File: config.mk
export PLATFORM = sky130hd
export DESIGN_NAME = goal_progress_watchdog_unit
export DESIGN_NICKNAME = d
export VERILOG_FILES = /design/src/hdl/gpw_pkg.sv /design/src/hdl/goal_progress_watchdog_unit.sv /design/src/hdl/gpw_cfg.sv /design/src/hdl/gpw_stall.sv /design/src/hdl/gpw_orbit.sv
export SDC_FILE = /design/constraint.sdc
export NUM_CORES = 1
export LEC_CHECK = 0
export BUFFER_PORTS_ARGS = -buffer_cell sky130_fd_sc_hd__buf_4
export CAP_MARGIN = 20
export CORE_ASPECT_RATIO = 1.75
export CORE_MARGIN = 2
export CORE_UTILIZATION = 55
export CTS_CLUSTER_SIZE = 8
export DETAILED_ROUTE_END_ITERATION = 10
export MAX_ROUTING_LAYER = met4
export PLACE_DENSITY = 0.79
export SLEW_MARGIN = 20
export SYNTH_ARGS = -nofsm -noshare
export SYNTH_HDL_FRONTEND = slang
export SYNTH_SLANG_ARGS = --single-unit
File: constraint.sdc
create_clock -name clk -period 10 [get_ports clk]
set_input_delay 0 -clock clk [delete_from_list [all_inputs] [get_ports clk]]
set_output_delay 0 -clock clk [all_outputs]
set_load 0.05 [all_outputs]
File: src/hdl/gpw_pkg.sv
// shared types, codes and register defaults for the goal progress watchdog
`timescale 1ns / 1ps

package gpw_pkg;

	localparam int DIST_W = 24;
	localparam int TIME_W = 32;
	localparam int HEAD_W = 16;
	localparam int TURN_W = 20;
	localparam int OP_W   = 2;
	localparam int STAT_W = 2;

	// configuration port geometry
	localparam int CFG_DW  = 32;
	localparam int CFG_AW  = 5;
	localparam int CFG_IW  = CFG_AW - 2;

	// item opcodes
	localparam logic [OP_W-1:0] OP_SAMPLE    = 2'd0;
	localparam logic [OP_W-1:0] OP_WAYPOINT  = 2'd1;
	localparam logic [OP_W-1:0] OP_END_KEEP  = 2'd2;
	localparam logic [OP_W-1:0] OP_END_RESET = 2'd3;

	// result status codes
	localparam logic [STAT_W-1:0] ST_IDLE    = 2'd0;
	localparam logic [STAT_W-1:0] ST_STALLED = 2'd1;
	localparam logic [STAT_W-1:0] ST_ORBIT   = 2'd2;
	localparam logic [STAT_W-1:0] ST_CLEAR   = 2'd3;

	// register indexes
	localparam logic [CFG_IW-1:0] REG_STALL_WINDOW = 3'd0;
	localparam logic [CFG_IW-1:0] REG_STALL_MARGIN = 3'd1;
	localparam logic [CFG_IW-1:0] REG_STALL_IGNORE = 3'd2;
	localparam logic [CFG_IW-1:0] REG_ORBIT_LIMIT  = 3'd3;
	localparam logic [CFG_IW-1:0] REG_ORBIT_MARGIN = 3'd4;
	localparam logic [CFG_IW-1:0] REG_ORBIT_IGNORE = 3'd5;

	// register reset values
	localparam logic [TIME_W-1:0] RST_STALL_WINDOW = 32'd20000;
	localparam logic [DIST_W-1:0] RST_STALL_MARGIN = 24'd150;
	localparam logic [DIST_W-1:0] RST_STALL_IGNORE = 24'd250;
	localparam logic [TURN_W-1:0] RST_ORBIT_LIMIT  = 20'd49152;
	localparam logic [DIST_W-1:0] RST_ORBIT_MARGIN = 24'd300;
	localparam logic [DIST_W-1:0] RST_ORBIT_IGNORE = 24'd300;

	localparam logic [DIST_W-1:0] DIST_UNSET = '1;
	localparam logic [HEAD_W-1:0] HALF_TURN  = 16'h8000;

	typedef struct packed {
		logic [OP_W-1:0]   op;
		logic [DIST_W-1:0] goal_distance;
		logic [HEAD_W-1:0] heading;
		logic [TIME_W-1:0] time_ms;
	} sample_t;

	typedef struct packed {
		logic [STAT_W-1:0] status;
		logic [DIST_W-1:0] best_distance;
		logic [TIME_W-1:0] time_since_gain;
		logic [TURN_W-1:0] turn_total;
	} result_t;

	typedef struct packed {
		logic [TIME_W-1:0] stall_window_ms;
		logic [DIST_W-1:0] stall_margin_mm;
		logic [DIST_W-1:0] stall_ignore_mm;
		logic [TURN_W-1:0] orbit_turn_limit;
		logic [DIST_W-1:0] orbit_margin_mm;
		logic [DIST_W-1:0] orbit_ignore_mm;
	} cfg_t;

	typedef struct packed {
		logic clear;
		logic update;
	} det_ctrl_t;

endpackage

File: src/hdl/goal_progress_watchdog_unit.sv
// top level of the goal progress watchdog
`timescale 1ns / 1ps

// Takes one beat per cycle on the sample channel while the result side is not
// stalled and returns exactly one result beat for each, in order, on the result
// port: the beat is captured in an input register, the stall and orbit
// detectors work out their next state from it combinationally and the outcome
// lands in the result register as that state is stored. The read-modify-write
// of the detector state, done as the item leaves the input register, sets the
// rate of one item per clock. A new beat is taken while a result waits, as long
// as the input register is free or moving on. Configuration registers are read
// and written through the apb-style port at any time, but should only be
// changed while no beat is in flight.
module goal_progress_watchdog_unit (
	input  logic                       clk,
	input  logic                       arst_n,
	input  logic                       psel,
	input  logic                       penable,
	input  logic                       pwrite,
	input  logic [gpw_pkg::CFG_AW-1:0] paddr,
	input  logic [gpw_pkg::CFG_DW-1:0] pwdata,
	output logic [gpw_pkg::CFG_DW-1:0] prdata,
	output logic                       pready,
	input  logic                       sample_valid,
	output logic                       sample_ready,
	input  gpw_pkg::sample_t           sample,
	output logic                       result_valid,
	input  logic                       result_ready,
	output gpw_pkg::result_t           result
);
	import gpw_pkg::*;

	cfg_t      cfg;
	logic      valid_s1;
	sample_t   item_s1;
	logic      res_valid_q;
	result_t   res_q;
	logic      has_goal_q, has_goal_n;
	logic      advance;
	logic      out_free;
	det_ctrl_t stall_ctrl, orbit_ctrl;

	logic [DIST_W-1:0] best_next;
	logic [TIME_W-1:0] since_next;
	logic              stall_flag_next;
	logic [TURN_W-1:0] turn_next;
	logic              orbit_flag_next;
	logic [STAT_W-1:0] status_next;
	logic              is_clear_op;

	assign pready = 1'b1;

	gpw_cfg u_cfg (
		.clk     (clk),
		.arst_n  (arst_n),
		.psel    (psel),
		.penable (penable),
		.pwrite  (pwrite),
		.paddr   (paddr),
		.pwdata  (pwdata),
		.prdata  (prdata),
		.cfg     (cfg)
	);

	assign out_free     = !res_valid_q || result_ready;
	assign advance      = valid_s1 && out_free;
	assign sample_ready = !valid_s1 || out_free;

	assign is_clear_op = (item_s1.op == OP_WAYPOINT) || (item_s1.op == OP_END_RESET);

	assign stall_ctrl.clear  = advance && is_clear_op;
	assign stall_ctrl.update = advance && (item_s1.op == OP_SAMPLE) && has_goal_q;
	// orbit side is frozen while the stall detector is firing
	assign orbit_ctrl.clear  = stall_ctrl.clear;
	assign orbit_ctrl.update = stall_ctrl.update && !stall_flag_next;

	gpw_stall u_stall (
		.clk        (clk),
		.arst_n     (arst_n),
		.ctrl       (stall_ctrl),
		.cfg        (cfg),
		.dist_mm    (item_s1.goal_distance),
		.time_ms    (item_s1.time_ms),
		.best_next  (best_next),
		.since_next (since_next),
		.flag_next  (stall_flag_next)
	);

	gpw_orbit u_orbit (
		.clk       (clk),
		.arst_n    (arst_n),
		.ctrl      (orbit_ctrl),
		.cfg       (cfg),
		.dist_mm   (item_s1.goal_distance),
		.heading   (item_s1.heading),
		.turn_next (turn_next),
		.flag_next (orbit_flag_next)
	);

	always_comb begin
		has_goal_n = has_goal_q;
		if (advance) begin
			unique case (item_s1.op)
				OP_WAYPOINT:               has_goal_n = 1'b1;
				OP_END_KEEP, OP_END_RESET: has_goal_n = 1'b0;
				default:                   has_goal_n = has_goal_q;
			endcase
		end
	end

	always_comb begin
		if (!has_goal_n) begin
			status_next = ST_IDLE;
		end else if (stall_flag_next) begin
			status_next = ST_STALLED;
		end else if (orbit_flag_next) begin
			status_next = ST_ORBIT;
		end else begin
			status_next = ST_CLEAR;
		end
	end

	always_ff @(posedge clk or negedge arst_n) begin
		if (!arst_n) begin
			valid_s1    <= 1'b0;
			res_valid_q <= 1'b0;
			has_goal_q  <= 1'b0;
		end else begin
			if (sample_ready) begin
				valid_s1 <= sample_valid;
			end
			if (advance) begin
				res_valid_q <= 1'b1;
			end else if (result_ready) begin
				res_valid_q <= 1'b0;
			end
			has_goal_q <= has_goal_n;
		end
	end

	always_ff @(posedge clk) begin
		if (sample_valid && sample_ready) begin
			item_s1 <= sample;
		end
		if (advance) begin
			res_q.status          <= status_next;
			res_q.best_distance   <= best_next;
			res_q.time_since_gain <= since_next;
			res_q.turn_total      <= turn_next;
		end
	end

	assign result_valid = res_valid_q;
	assign result       = res_q;

endmodule

File: src/hdl/gpw_cfg.sv
// configuration register bank behind the apb-style port
`timescale 1ns / 1ps

module gpw_cfg (
	input  logic                       clk,
	input  logic                       arst_n,
	input  logic                       psel,
	input  logic                       penable,
	input  logic                       pwrite,
	input  logic [gpw_pkg::CFG_AW-1:0] paddr,
	input  logic [gpw_pkg::CFG_DW-1:0] pwdata,
	output logic [gpw_pkg::CFG_DW-1:0] prdata,
	output gpw_pkg::cfg_t              cfg
);
	import gpw_pkg::*;

	logic [CFG_IW-1:0] idx;
	logic              wr_en;
	cfg_t              cfg_q;

	assign idx   = paddr[CFG_AW-1:2];
	assign wr_en = psel && penable && pwrite;
	assign cfg   = cfg_q;

	always_ff @(posedge clk or negedge arst_n) begin
		if (!arst_n) begin
			cfg_q.stall_window_ms  <= RST_STALL_WINDOW;
			cfg_q.stall_margin_mm  <= RST_STALL_MARGIN;
			cfg_q.stall_ignore_mm  <= RST_STALL_IGNORE;
			cfg_q.orbit_turn_limit <= RST_ORBIT_LIMIT;
			cfg_q.orbit_margin_mm  <= RST_ORBIT_MARGIN;
			cfg_q.orbit_ignore_mm  <= RST_ORBIT_IGNORE;
		end else if (wr_en) begin
			unique case (idx)
				REG_STALL_WINDOW: cfg_q.stall_window_ms  <= pwdata[TIME_W-1:0];
				REG_STALL_MARGIN: cfg_q.stall_margin_mm  <= pwdata[DIST_W-1:0];
				REG_STALL_IGNORE: cfg_q.stall_ignore_mm  <= pwdata[DIST_W-1:0];
				REG_ORBIT_LIMIT:  cfg_q.orbit_turn_limit <= pwdata[TURN_W-1:0];
				REG_ORBIT_MARGIN: cfg_q.orbit_margin_mm  <= pwdata[DIST_W-1:0];
				REG_ORBIT_IGNORE: cfg_q.orbit_ignore_mm  <= pwdata[DIST_W-1:0];
				default: ;
			endcase
		end
	end

	always_comb begin
		prdata = '0;
		unique case (idx)
			REG_STALL_WINDOW: prdata = cfg_q.stall_window_ms;
			REG_STALL_MARGIN: prdata = {{(CFG_DW-DIST_W){1'b0}}, cfg_q.stall_margin_mm};
			REG_STALL_IGNORE: prdata = {{(CFG_DW-DIST_W){1'b0}}, cfg_q.stall_ignore_mm};
			REG_ORBIT_LIMIT:  prdata = {{(CFG_DW-TURN_W){1'b0}}, cfg_q.orbit_turn_limit};
			REG_ORBIT_MARGIN: prdata = {{(CFG_DW-DIST_W){1'b0}}, cfg_q.orbit_margin_mm};
			REG_ORBIT_IGNORE: prdata = {{(CFG_DW-DIST_W){1'b0}}, cfg_q.orbit_ignore_mm};
			default:          prdata = '0;
		endcase
	end

endmodule

File: src/hdl/gpw_stall.sv
// stall detector: best distance, time of last gain and stall flag
`timescale 1ns / 1ps

module gpw_stall (
	input  logic                       clk,
	input  logic                       arst_n,
	input  gpw_pkg::det_ctrl_t         ctrl,
	input  gpw_pkg::cfg_t              cfg,
	input  logic [gpw_pkg::DIST_W-1:0] dist_mm,
	input  logic [gpw_pkg::TIME_W-1:0] time_ms,
	output logic [gpw_pkg::DIST_W-1:0] best_next,
	output logic [gpw_pkg::TIME_W-1:0] since_next,
	output logic                       flag_next
);
	import gpw_pkg::*;

	logic              primed_q, primed_n;
	logic [DIST_W-1:0] best_q,   best_n;
	logic [TIME_W-1:0] gain_q,   gain_n;
	logic [TIME_W-1:0] since_q,  since_n;
	logic              flag_q,   flag_n;

	always_comb begin
		primed_n = primed_q;
		best_n   = best_q;
		gain_n   = gain_q;
		since_n  = since_q;
		flag_n   = flag_q;
		if (ctrl.clear || (ctrl.update && dist_mm < cfg.stall_ignore_mm)) begin
			primed_n = 1'b0;
			best_n   = DIST_UNSET;
			gain_n   = '0;
			since_n  = '0;
			flag_n   = 1'b0;
		end else if (ctrl.update) begin
			if (!primed_q) begin
				// first sample outside the ignore radius starts the clock
				primed_n = 1'b1;
				best_n   = dist_mm;
				gain_n   = time_ms;
				flag_n   = 1'b0;
			end else begin
				if (best_q >= cfg.stall_margin_mm &&
				    dist_mm < best_q - cfg.stall_margin_mm) begin
					best_n = dist_mm;
					gain_n = time_ms;
				end
				// wraps modulo 2^32 with the timestamp
				since_n = time_ms - gain_n;
				flag_n  = since_n > cfg.stall_window_ms;
			end
		end
	end

	always_ff @(posedge clk or negedge arst_n) begin
		if (!arst_n) begin
			primed_q <= 1'b0;
			best_q   <= DIST_UNSET;
			gain_q   <= '0;
			since_q  <= '0;
			flag_q   <= 1'b0;
		end else begin
			primed_q <= primed_n;
			best_q   <= best_n;
			gain_q   <= gain_n;
			since_q  <= since_n;
			flag_q   <= flag_n;
		end
	end

	assign best_next  = best_n;
	assign since_next = since_n;
	assign flag_next  = flag_n;

endmodule

File: src/hdl/gpw_orbit.sv
// orbit detector: saturating sum of heading change, cleared on progress
`timescale 1ns / 1ps

module gpw_orbit (
	input  logic                       clk,
	input  logic                       arst_n,
	input  gpw_pkg::det_ctrl_t         ctrl,
	input  gpw_pkg::cfg_t              cfg,
	input  logic [gpw_pkg::DIST_W-1:0] dist_mm,
	input  logic [gpw_pkg::HEAD_W-1:0] heading,
	output logic [gpw_pkg::TURN_W-1:0] turn_next,
	output logic                       flag_next
);
	import gpw_pkg::*;

	logic              primed_q, primed_n;
	logic [HEAD_W-1:0] last_q,   last_n;
	logic [TURN_W-1:0] turn_q,   turn_n;
	logic [DIST_W-1:0] best_q,   best_n;
	logic              flag_q,   flag_n;

	logic [HEAD_W-1:0] diff;
	logic [HEAD_W-1:0] step;
	logic [TURN_W:0]   sum;
	logic [TURN_W-1:0] accum;
	logic              gained;

	assign diff   = heading - last_q;
	// shortest way round; a half turn counts as a half turn
	assign step   = (diff > HALF_TURN) ? (~diff + 1'b1) : diff;
	assign sum    = {1'b0, turn_q} + {{(TURN_W+1-HEAD_W){1'b0}}, step};
	assign gained = (best_q > dist_mm) && ((best_q - dist_mm) > cfg.orbit_margin_mm);

	always_comb begin
		primed_n = primed_q;
		last_n   = last_q;
		turn_n   = turn_q;
		best_n   = best_q;
		flag_n   = flag_q;
		accum    = sum[TURN_W] ? {TURN_W{1'b1}} : sum[TURN_W-1:0];
		if (ctrl.clear || (ctrl.update && dist_mm < cfg.orbit_ignore_mm)) begin
			primed_n = 1'b0;
			turn_n   = '0;
			best_n   = DIST_UNSET;
			flag_n   = 1'b0;
		end else if (ctrl.update) begin
			flag_n = 1'b0;
			last_n = heading;
			if (!primed_q) begin
				primed_n = 1'b1;
			end else begin
				if (dist_mm < best_q) begin
					best_n = dist_mm;
				end
				if (gained) begin
					accum = '0;
				end
				turn_n = accum;
				flag_n = accum > cfg.orbit_turn_limit;
			end
		end
	end

	always_ff @(posedge clk or negedge arst_n) begin
		if (!arst_n) begin
			primed_q <= 1'b0;
			last_q   <= '0;
			turn_q   <= '0;
			best_q   <= DIST_UNSET;
			flag_q   <= 1'b0;
		end else begin
			primed_q <= primed_n;
			last_q   <= last_n;
			turn_q   <= turn_n;
			best_q   <= best_n;
			flag_q   <= flag_n;
		end
	end

	assign turn_next = turn_n;
	assign flag_next = flag_n;

endmodule

======== Yosys cells after proc, flatten, opt, wreduce, memory -nomap -nowiden ========
Cells that the tools add are included.
operators by class
  $mul .................................... 0
  $add $sub $neg .......................... 6
  equality and inequality tests ........... 8
  divide/modulo/power cells ............... 0
  shift operators ......................... 0
  reduce and logical (&&, ||, !) cells .... 37
  order comparisons ....................... 10
  muxes and demuxes ....................... 44
  bitwise logic cells ..................... 3
operators with widths
  kind                                                    number
  2-to-1 mux 32 bit                                       10
  2-to-1 mux 24 bit                                       8
  one-hot mux 32 bit (6 select lines)                     1
  2-to-1 mux 20 bit                                       8
  less-than comparator 24 bit                             4
  greater-than comparator 24 bit                          2
  subtractor 24 bit                                       2
  greater-than comparator 32 bit                          1
  subtractor 32 bit                                       1
  greater-or-equal comparator 24 bit                      1
  adder 20 x 16 -> 21 bit                                 1
  greater-than comparator 20 bit                          1
  adder 16 x 1 -> 16 bit (second input constant)          1
  greater-than comparator 16 bit (second input constant)  1
  2-to-1 mux 16 bit                                       1
  NOT 16 bit                                              1
  subtractor 16 bit                                       1
  2-to-1 mux 1 bit                                        15
  AND reduction 2 bit                                     7
  logical AND 1 bit                                       12
  nonzero test 2 bit                                      5
  equality test 3 x 2 -> 1 bit (second input constant)    2
  equality test 3 bit (second input constant)             2
  logical OR 1 bit                                        5
  other kinds (10)                                        15
storage, ports and cells
  register bits after elaboration ......... 455
  memories ................................ 0
  RAM bits ................................ 0
  bits of input ports ..................... 118
  bits in latches ......................... 0
  ROM bits ................................ 0
  output and inout port bits .............. 113

======== Depth between registers and ports, before layout ========
Gate-level depths: netlist (run 1).
  word-level depth ........................ 24
  depth in mapped cells ................... 42
  gate-level depth less buffers ........... 39

======== Modules after synthesis ========
From an unflattened synthesis (run 1), not the netlist that was laid out.
second synthesis, totals
  cells, all modules ...................... 2721
  area total of the unflattened synthesis .. 28091.9 um^2
modules (own cells, without submodules)
  module                       area each (um^2)  sequential area each (um^2)  instances  cells an instance
  gpw_stall                    8678.3            2282.2                       1          1088
  gpw_orbit                    7744.9            1581.5                       1          971
  gpw_cfg                      6901.6            3734.8                       1          490
  goal_progress_watchdog_unit  4767.1            4639.4                       1          172

======== Worst setup path before layout (run 1) ========
OpenSTA, ideal clock, no wires.
  kind .................................... register to register
  start point ............................. register u_cfg.cfg_q, in the netlist u_cfg.cfg[93]
  end point ............................... register res_q, in the netlist result[17], data pin
  slack ................................... 751 ps
  data arrival time ....................... 9081 ps
  stages on the path, launching flop included .. 39
  path buffers ............................ 3
  clock period less this slack ............ 9249 ps
  cells stage by stage .................... dfstp_2 inv_1 ha_1 nor2b_1 o31a_1 o21ai_0 a41oi_1 a41o_1 a41o_1 a21o_1 a21oi_1 xor2_1 ha_1 a211o_1 a221oi_1 a21oi_1 nor4_2 clkbuf_1 [... 3 more ...] a211oi_1 nor2_1 o21a_1 o21a_1 a311oi_2 o21ai_0 or3b_1 and3_1 ha_1 nand4_1 a21oi_1 or4_1 o21ai_1 o211ai_2 or3_1 buf_6 a21boi_1 a211oi_2
on the way
  longest elaborated chain between the ends .. 17
  elaborated cells between the ends (all ways) .. 19
  those cells by class .................... add/sub (2); order compare (3); mux (9); reduce/logical (5)
ends and longest elaborated chain
  element                      line                               RTL
  start, declared              gpw_cfg.sv:19                      cfg_t cfg_q;
  subtractor 24 bit            gpw_stall.sv:44                    dist_mm < best_q - cfg.stall_margin_mm) begin
  less-than comparator 24 bit  gpw_stall.sv:44
  logical AND 1 bit (*)        gpw_stall.sv:43                    if (best_q >= cfg.stall_margin_mm &&
  2-to-1 mux 32 bit (*)        gpw_stall.sv:43
  2-to-1 mux 32 bit (*)        gpw_stall.sv:36                    if (!primed_q) begin
  2-to-1 mux 32 bit (*)        gpw_stall.sv:35                    end else if (ctrl.update) begin
  2-to-1 mux 32 bit (*)        gpw_stall.sv:29                    if (ctrl.clear || (ctrl.update && dist_mm < cfg.stall_ignore_mm)) begin
  subtractor 32 bit (*)        gpw_stall.sv:49                    since_n = time_ms - gain_n;
  [... 2 more ...]             --
  2-to-1 mux 1 bit (*)         gpw_stall.sv:35
  2-to-1 mux 1 bit (*)         gpw_stall.sv:29
  logical NOT 1 bit (*)        goal_progress_watchdog_unit.sv:75  assign orbit_ctrl.update = stall_ctrl.update && !stall_flag_next;
  logical AND 1 bit (*)        goal_progress_watchdog_unit.sv:75
  logical AND 1 bit            gpw_orbit.sv:41                    if (ctrl.clear || (ctrl.update && dist_mm < cfg.orbit_ignore_mm)) begin
  logical OR 1 bit             gpw_orbit.sv:41
  2-to-1 mux 20 bit (*)        gpw_orbit.sv:41
  via turn_next[17]            goal_progress_watchdog_unit.sv:46  logic [TURN_W-1:0] turn_next;
  end, declared                goal_progress_watchdog_unit.sv:37  result_t res_q;
Mark *: on every way through the listed nets, which the timed path passes. The rest lies on a longest branch. The select of a mux whose other input is x is not followed.
A chain may end at the register's enable or synchronous reset.

======== Worst setup path in the final report (run 1) ========
  start point ............................. register u_cfg.cfg_q, in the netlist u_cfg.cfg[93]
  end point ............................... register res_q, in the netlist result[12], data pin
Same word-level chain as after synthesis.

==> flow_metrics.tcl, run 1 <==
set metrics [dict create \
    clock-sinks 455 \
    routed_wl_um 86700 \
    hold_path.class "primary input to async pin" \
    p_total_w 0.00938 \
    io_pins 231 \
    grt_use_total 0.353 \
    core-area_sq_mm 0.0486 \
    fill_cells 3724 \
    dpl-instance-area_sq_mm 0.0299 \
    crit_slowest_cell "or4_4" \
    drc 0 \
    grt_max_degree 176 \
    relSlewSlack 0.278 \
    grt-ovfl-total 0 \
    fin_nets 3573 \
    routabilityCongestion 0.981 \
    setup_ws_ns 0.372 \
    outcome "complete, no violations" \
    cts_made_buffers 66 \
    drv_slew 0 \
    powerDensity_mw_per_mm2 283 \
    cap_viol_max_count 0 \
    hold_ws_ns 0.0279 \
    ys.warnings.count 0 \
    fin_area_sq_mm 0.0331 \
    worstSkewPairLatency_ns 0.61 \
    htree_levels 3 \
    cts_tree "done" \
    fp.dieH_um 297 \
    crit_arrival_ns 10.06 \
    routed_via_density 6.01 \
    layout_commonest_cell "nand2_1" \
    cellLeakagePower_nw 14.8 \
    die_width_um 172 \
    place_ws_ns 0.0853 \
    synth_nets 3190 \
    dp_hpwl_um 63600 \
    cpPeakStageDelay_ns 0.60 \
    drt_iter0_drc 1733 \
    peakVddDrop_v 0.000182 \
    period_minus_slack_ns 9.63 \
    netlist_area_sq_mm 0.0270 \
    synth-edff-count 152 \
    cp_common_cell "ha_1" \
    hold_viol 0 \
    required_ns 10.43 \
    num_rows 107 \
    worst_slew_pin_slew_ns 1.08 \
    antenna_found_initial 3 \
    yosysUniqueCellTypes 88 \
    port_buffers 227 \
    min_period_over_period 0.963 \
    synthArstFlopShare 0.666 \
    avgRoutedWirePerCell_um 22.2 \
    vias 23500 \
    antenna_left 0 \
    clk_path_buf_depth 3 \
    setup_tns_ns 0 \
    finalSetupViolCount 0 \
    clock_skew_ns 0.0268 \
    cp-end-kind "flip-flop" \
    die_area_sq_mm 0.0510 \
    first_pass_iters 5 \
    synthCells 2811 \
    syn_avg_cell_area_sq_um 9.62 \
    synthFlopType "dfrtp_1" \
    root_buffer "clkbuf_16" \
    grt_pass1_wl_um 134000 \
    mostFrequentLayoutCells "nand2_1 (402), buf_4 (311), ha_1 (254), o21ai_0 (242), dfrtp_1 (230)" \
    cp_max_fo 8 \
    ys_seq_area_frac 0.453 \
    path_clk_slew_ns 0.05 \
    drive_gt1_frac 0.169 \
    worst_setup_path_start_kind "flip-flop" \
    ys_ff_latch 455 \
    grt_pass1_vias 24400 \
    start_util 0.556 \
    max_freq_mhz 104 \
    area_growth_pct 22.4 \
    criticalPathCategory "flip-flop to flip-flop" \
]
==> cell type report <==
cell class / count / area, sq um / area share
clock buffers: 112 / 1820 / 0.0551
flip-flops and latches: 455 / 12200 / 0.370
inverters: 219 / 822 / 0.0248
repair buffers: 428 / 3570 / 0.108
clock inverters: 7 / 120 / 0.00363
well taps: 654 / 818 / 0.0247
diodes: 3 / 7.51 / 0.000227
multi-input cells: 2024 / 13700 / 0.414
==> cell families (layout without fill, tap and decap cells) <==
family	Yosys count	after routing	synth area share
AO/OA/AOI/OAI	803	803	0.188
XOR/XNOR	96	96	0.0311
adder cells (fa/ha/maj)	261	261	0.122
buffers and inverters	332	766	0.0481
flip-flops	455	455	0.453
multiplexers	57	57	0.0217
other	1	4	0.000139
AND/OR/NAND/NOR	806	806	0.137
==> layer usage <==
metal,global-route usage,wire length [um],vias up
li1,-,-,10800
met1,0.373,30300,11300
met2,0.591,43400,1003
met3,0.0580,5520,338
met4,0.255,7380,0
met5,-,0,-
==> worst max-delay path, delay by kind of cell (launching register included) <==
family | cells | cell delay (ns)
multiplexers | 1 | 0.21
AO/OA/AOI/OAI | 18 | 3.84
XOR/XNOR | 1 | 0.19
AND/OR/NAND/NOR | 9 | 2.86
flip-flops | 1 | 0.52
adder cells (fa/ha/maj) | 4 | 1.16
buffers and inverters | 4 | 0.64
==> per-stage QoR <==
stage               instances   util
CTS                      3898  0.679
global placement         3668  0.616
global route             3902  0.681
detailed placement       3669  0.616
floorplan                2811      -
finish                   3902  0.681
==> power breakdown <==
group	leakage [nW]	switching, W	internal (W)
registers	5.04	0.000171	0.00224
logic	8.85	0.00289	0.00196
clock network	0.921	0.000869	0.00125
==> synthesized netlist by cell type (all sizes together) (15+ instances only) <==
cell    number  area share
nand4       31      0.0074
dfrtp      230        0.21
nand2      402       0.056
a21o        60       0.017
ha         256        0.12
clkbuf      90       0.012
o21a        28      0.0078
nor4        15      0.0043
nor3        39      0.0074
buf         23      0.0052
and2        21      0.0049
and3        17      0.0039
a22oi       66       0.018
o211ai      64       0.022
mux2i       45       0.017
a21oi      207       0.038
inv        219       0.030
dfstp       73       0.071
a211oi      23      0.0066
o21ai      255       0.047
xnor2       54       0.017
nand2b      27      0.0063
nor2b       21      0.0049
edfxtp     152        0.17
nor2       126       0.018
xor2        42       0.014
nand3       58       0.011
==> registers in the layout, indices dropped and copies added, names as in the netlist, 16 cells and up <==
signal,count
u_orbit.turn_q,20
u_stall.best_q,24
u_stall.gain_q,32
u_orbit.last_q,16
u_cfg.cfg,148
item_s1,74
u_stall.since_q,32
u_orbit.best_q,24
result,78
==> path summary, 6_finish.rpt <==
path                                        to  slack [ns]     startpoint  cells past startpoint
max in group asynchronous  u_stall.since_q[19]        7.93         arst_n                      4
max reg2reg                         result[12]        0.37  u_cfg.cfg[93]                     37
min reg2reg                 u_orbit.last_q[11]        0.50    item_s1[43]                      2
min in group clk                 u_cfg.cfg[94]        0.03       paddr[4]                      4
max                                 result[12]        0.37  u_cfg.cfg[93]                     37
min                              u_cfg.cfg[88]        0.03         arst_n                      2
==> what timing repair did <==
action | in CTS | in global routing
endpoints found under the hold margin | 327 | 0
endpoints found under the setup margin | 10 | 83
resized for setup | 1 | 24
setup buffers | 0 | 1
hold buffers | 110 | 0
pin swaps | 0 | 6
No activity file was read; power rests on OpenSTA's default activity.
==> run 2: changes to the inputs <==
--- a/config.mk
+++ b/config.mk
@@ -13,7 +13,7 @@
 export CTS_CLUSTER_SIZE = 8
 export DETAILED_ROUTE_END_ITERATION = 10
 export MAX_ROUTING_LAYER = met4
-export PLACE_DENSITY = 0.79
+export PLACE_DENSITY = 0.8
 export SLEW_MARGIN = 20
 export SYNTH_ARGS = -nofsm -noshare
 export SYNTH_HDL_FRONTEND = slang
==> run 2 against run 1 <==
Highest routed layer unchanged. Clock skew down 0.0096 ns. Die area did not move. Fmax grew 0.54%. Largest cell class unchanged. Combinational power up 5.6%. Critical path type unchanged. Power up 2.8%.
==> flow_metrics.tcl, run 2 (same netlist as run 1, synthesis figures left out) <==
set metrics [dict create \
    outcome "complete, no violations" \
    setup_ws_ns 0.424 \
    wl_met1_um 31700 \
    clock-sinks 455 \
    mostFrequentLayoutCells "nand2_1 (402), buf_4 (383), ha_1 (256), o21ai_0 (244), dfrtp_1 (230)" \
    fin_nets 3652 \
    root_buffer "clkbuf_16" \
    cellLeakagePower_nw 15.2 \
    first_pass_iters 5 \
    max_freq_mhz 104 \
    swShare 0.414 \
    fp.dieH_um 297 \
    p_comb_frac 0.531 \
    vias 23600 \
    drc 0 \
    grt_pass1_wl_um 138000 \
    hold_path.class "primary input to flip-flop" \
    path_clk_slew_ns 0.05 \
    period_minus_slack_ns 9.58 \
    drive_gt1_frac 0.186 \
    io_pins 231 \
    required_ns 10.42 \
    grt-ovfl-total 0 \
    powerDensity_mw_per_mm2 286 \
    start_util 0.556 \
    ff2ff_setup_slack_ns 0.42 \
    worst_setup_path_start_kind "flip-flop" \
    finalSetupViolCount 0 \
    min_period_over_period 0.958 \
    crit_arrival_ns 9.99 \
    clock_skew_ns 0.0172 \
    wl_met2_um 45200 \
    largest_reg_flops 148 \
    grt_max_degree 176 \
    cap_viol_max_count 0 \
    worst-r2r-cell-count 39 \
    regToRegStartpoint "u_cfg.cfg[93]" \
    num_rows 107 \
    core-area_sq_mm 0.0486 \
    hp-start "paddr[4]" \
    clk_path_buf_depth 3 \
    grt_use_total 0.369 \
    worstSkewPairLatency_ns 0.60 \
    cp_max_fo 6 \
    rsz0062_at_grt "no" \
    area_growth_pct 24.6 \
    r2r_end "result[17]" \
    htree_levels 3 \
    layout_commonest_cell "nand2_1" \
    worstHoldPathCells 4 \
    top_layer "met4" \
    cts_made_buffers 66 \
    routed_via_density 5.93 \
    port_buffers 227 \
    routed_wl_um 90600 \
    worst_slew_pin_slew_ns 1.10 \
    seqPwrFrac 0.250 \
    die_width_um 172 \
    cpPeakStageDelay_ns 0.58 \
    cp_common_cell "ha_1" \
    antenna_found_initial 5 \
    antenna_left 0 \
    drt_iter0_drc 1832 \
    hold-path-endpoint "u_cfg.cfg[111]" \
    hold_viol 0 \
    criticalPathCategory "flip-flop to flip-flop" \
    peakVddDrop_v 0.000193 \
    avgRoutedWirePerCell_um 22.8 \
    cp-end-kind "flip-flop" \
    place_ws_ns -0.610 \
    relSlewSlack 0.264 \
    power.switching_w 0.00399 \
    routabilityCongestion 1.00 \
    p_clk_frac 0.219 \
    p_total_w 0.00964 \
    drv_slew 0 \
    die_area_sq_mm 0.0510 \
    internal-power_w 0.00565 \
    crit_slowest_cell "or4_4" \
    grt_pass1_vias 24400 \
    dp_hpwl_um 67700 \
    wl_met3_um 5950 \
    cts_tree "done" \
]
run 2: changes by cell type in the layout (fill, tap and decap cells not counted), sizes merged:
cell | before | now
buf | 318 | 393
clkbuf | 112 | 117
clkinv | 3 | 0
diode | 3 | 5
dlygate4sd3 | 110 | 114
inv | 223 | 221
run 2: timing repair:
item,in CTS,in global routing
endpoints found under the hold margin,299,0
setup endpoints to repair,83,83
gates resized for setup,5,14
hold buffers,114,0
pin swaps,1,2
setup buffers,2,1
run 2: area by class of cell:
type                       instances  area, sq um
timing repair buffer             507         4210
clock inverter                     2         17.5
multi-input combinational       2024        13700
inverter                         219          822
sequential                       455        12200
antenna                            5         12.5
tap                              654          818
fill                            3749        14900
clock buffer                     117         1910
run 2: worst max path at each step:
stage | startpoint | endpoint | depth (start not counted)
after floorplan | u_cfg.cfg[93] | result[17] | 38
after global placement | u_cfg.cfg[93] | u_orbit.best_q[9] | 39
after global routing | u_cfg.cfg[93] | result[11] | 39
final | u_cfg.cfg[93] | result[17] | 39
after detailed placement | u_cfg.cfg[93] | result[5] | 38
after CTS | u_cfg.cfg[93] | result[15] | 39
run 2: routing by layer:
metal,GRT usage,up-vias
met5,-,-
met4,0.267,0
met1,0.382,11300
met3,0.0695,368
li1,-,11000
met2,0.619,997
run 2: per-stage QoR:
stage / TNS (ns) / instances / area [sq um] / util / hold slack [ns]
global placement: -9.23 / 3740 / 30500 / 0.627 / -0.0136
CTS: 0 / 3975 / 33600 / 0.691 / 0.0319
global route: 0 / 3983 / 33700 / 0.693 / 0.0998
floorplan: 0 / 2811 / 27000 / - / -0.296
finish: 0 / 3983 / 33700 / 0.693 / 0.0690
detailed placement: -34.02 / 3740 / 30500 / 0.627 / -0.00420
run 2: worst max-delay path: cells and delay by family, from the launching register on:
kind	cells	cell delay, ns
adder cells (fa/ha/maj)	5	1.48
buffers and inverters	4	0.57
flip-flops	1	0.53
AO/OA/AOI/OAI	20	4.15
multiplexers	1	0.34
AND/OR/NAND/NOR	7	1.85
XOR/XNOR	2	0.44
run 2: power groups by stage:
stage | logic (W) | registers, W | clock network (W)
5_1_grt | 0.00560 | 0.00243 | 0.00223
6_report | 0.00512 | 0.00241 | 0.00211
3_3_place_gp | 0.00481 | 0.00242 | 0
2_1_floorplan | 0.00310 | 0.00247 | 0
3_5_place_dp | 0.00493 | 0.00243 | 0
4_1_cts | 0.00504 | 0.00241 | 0.00214
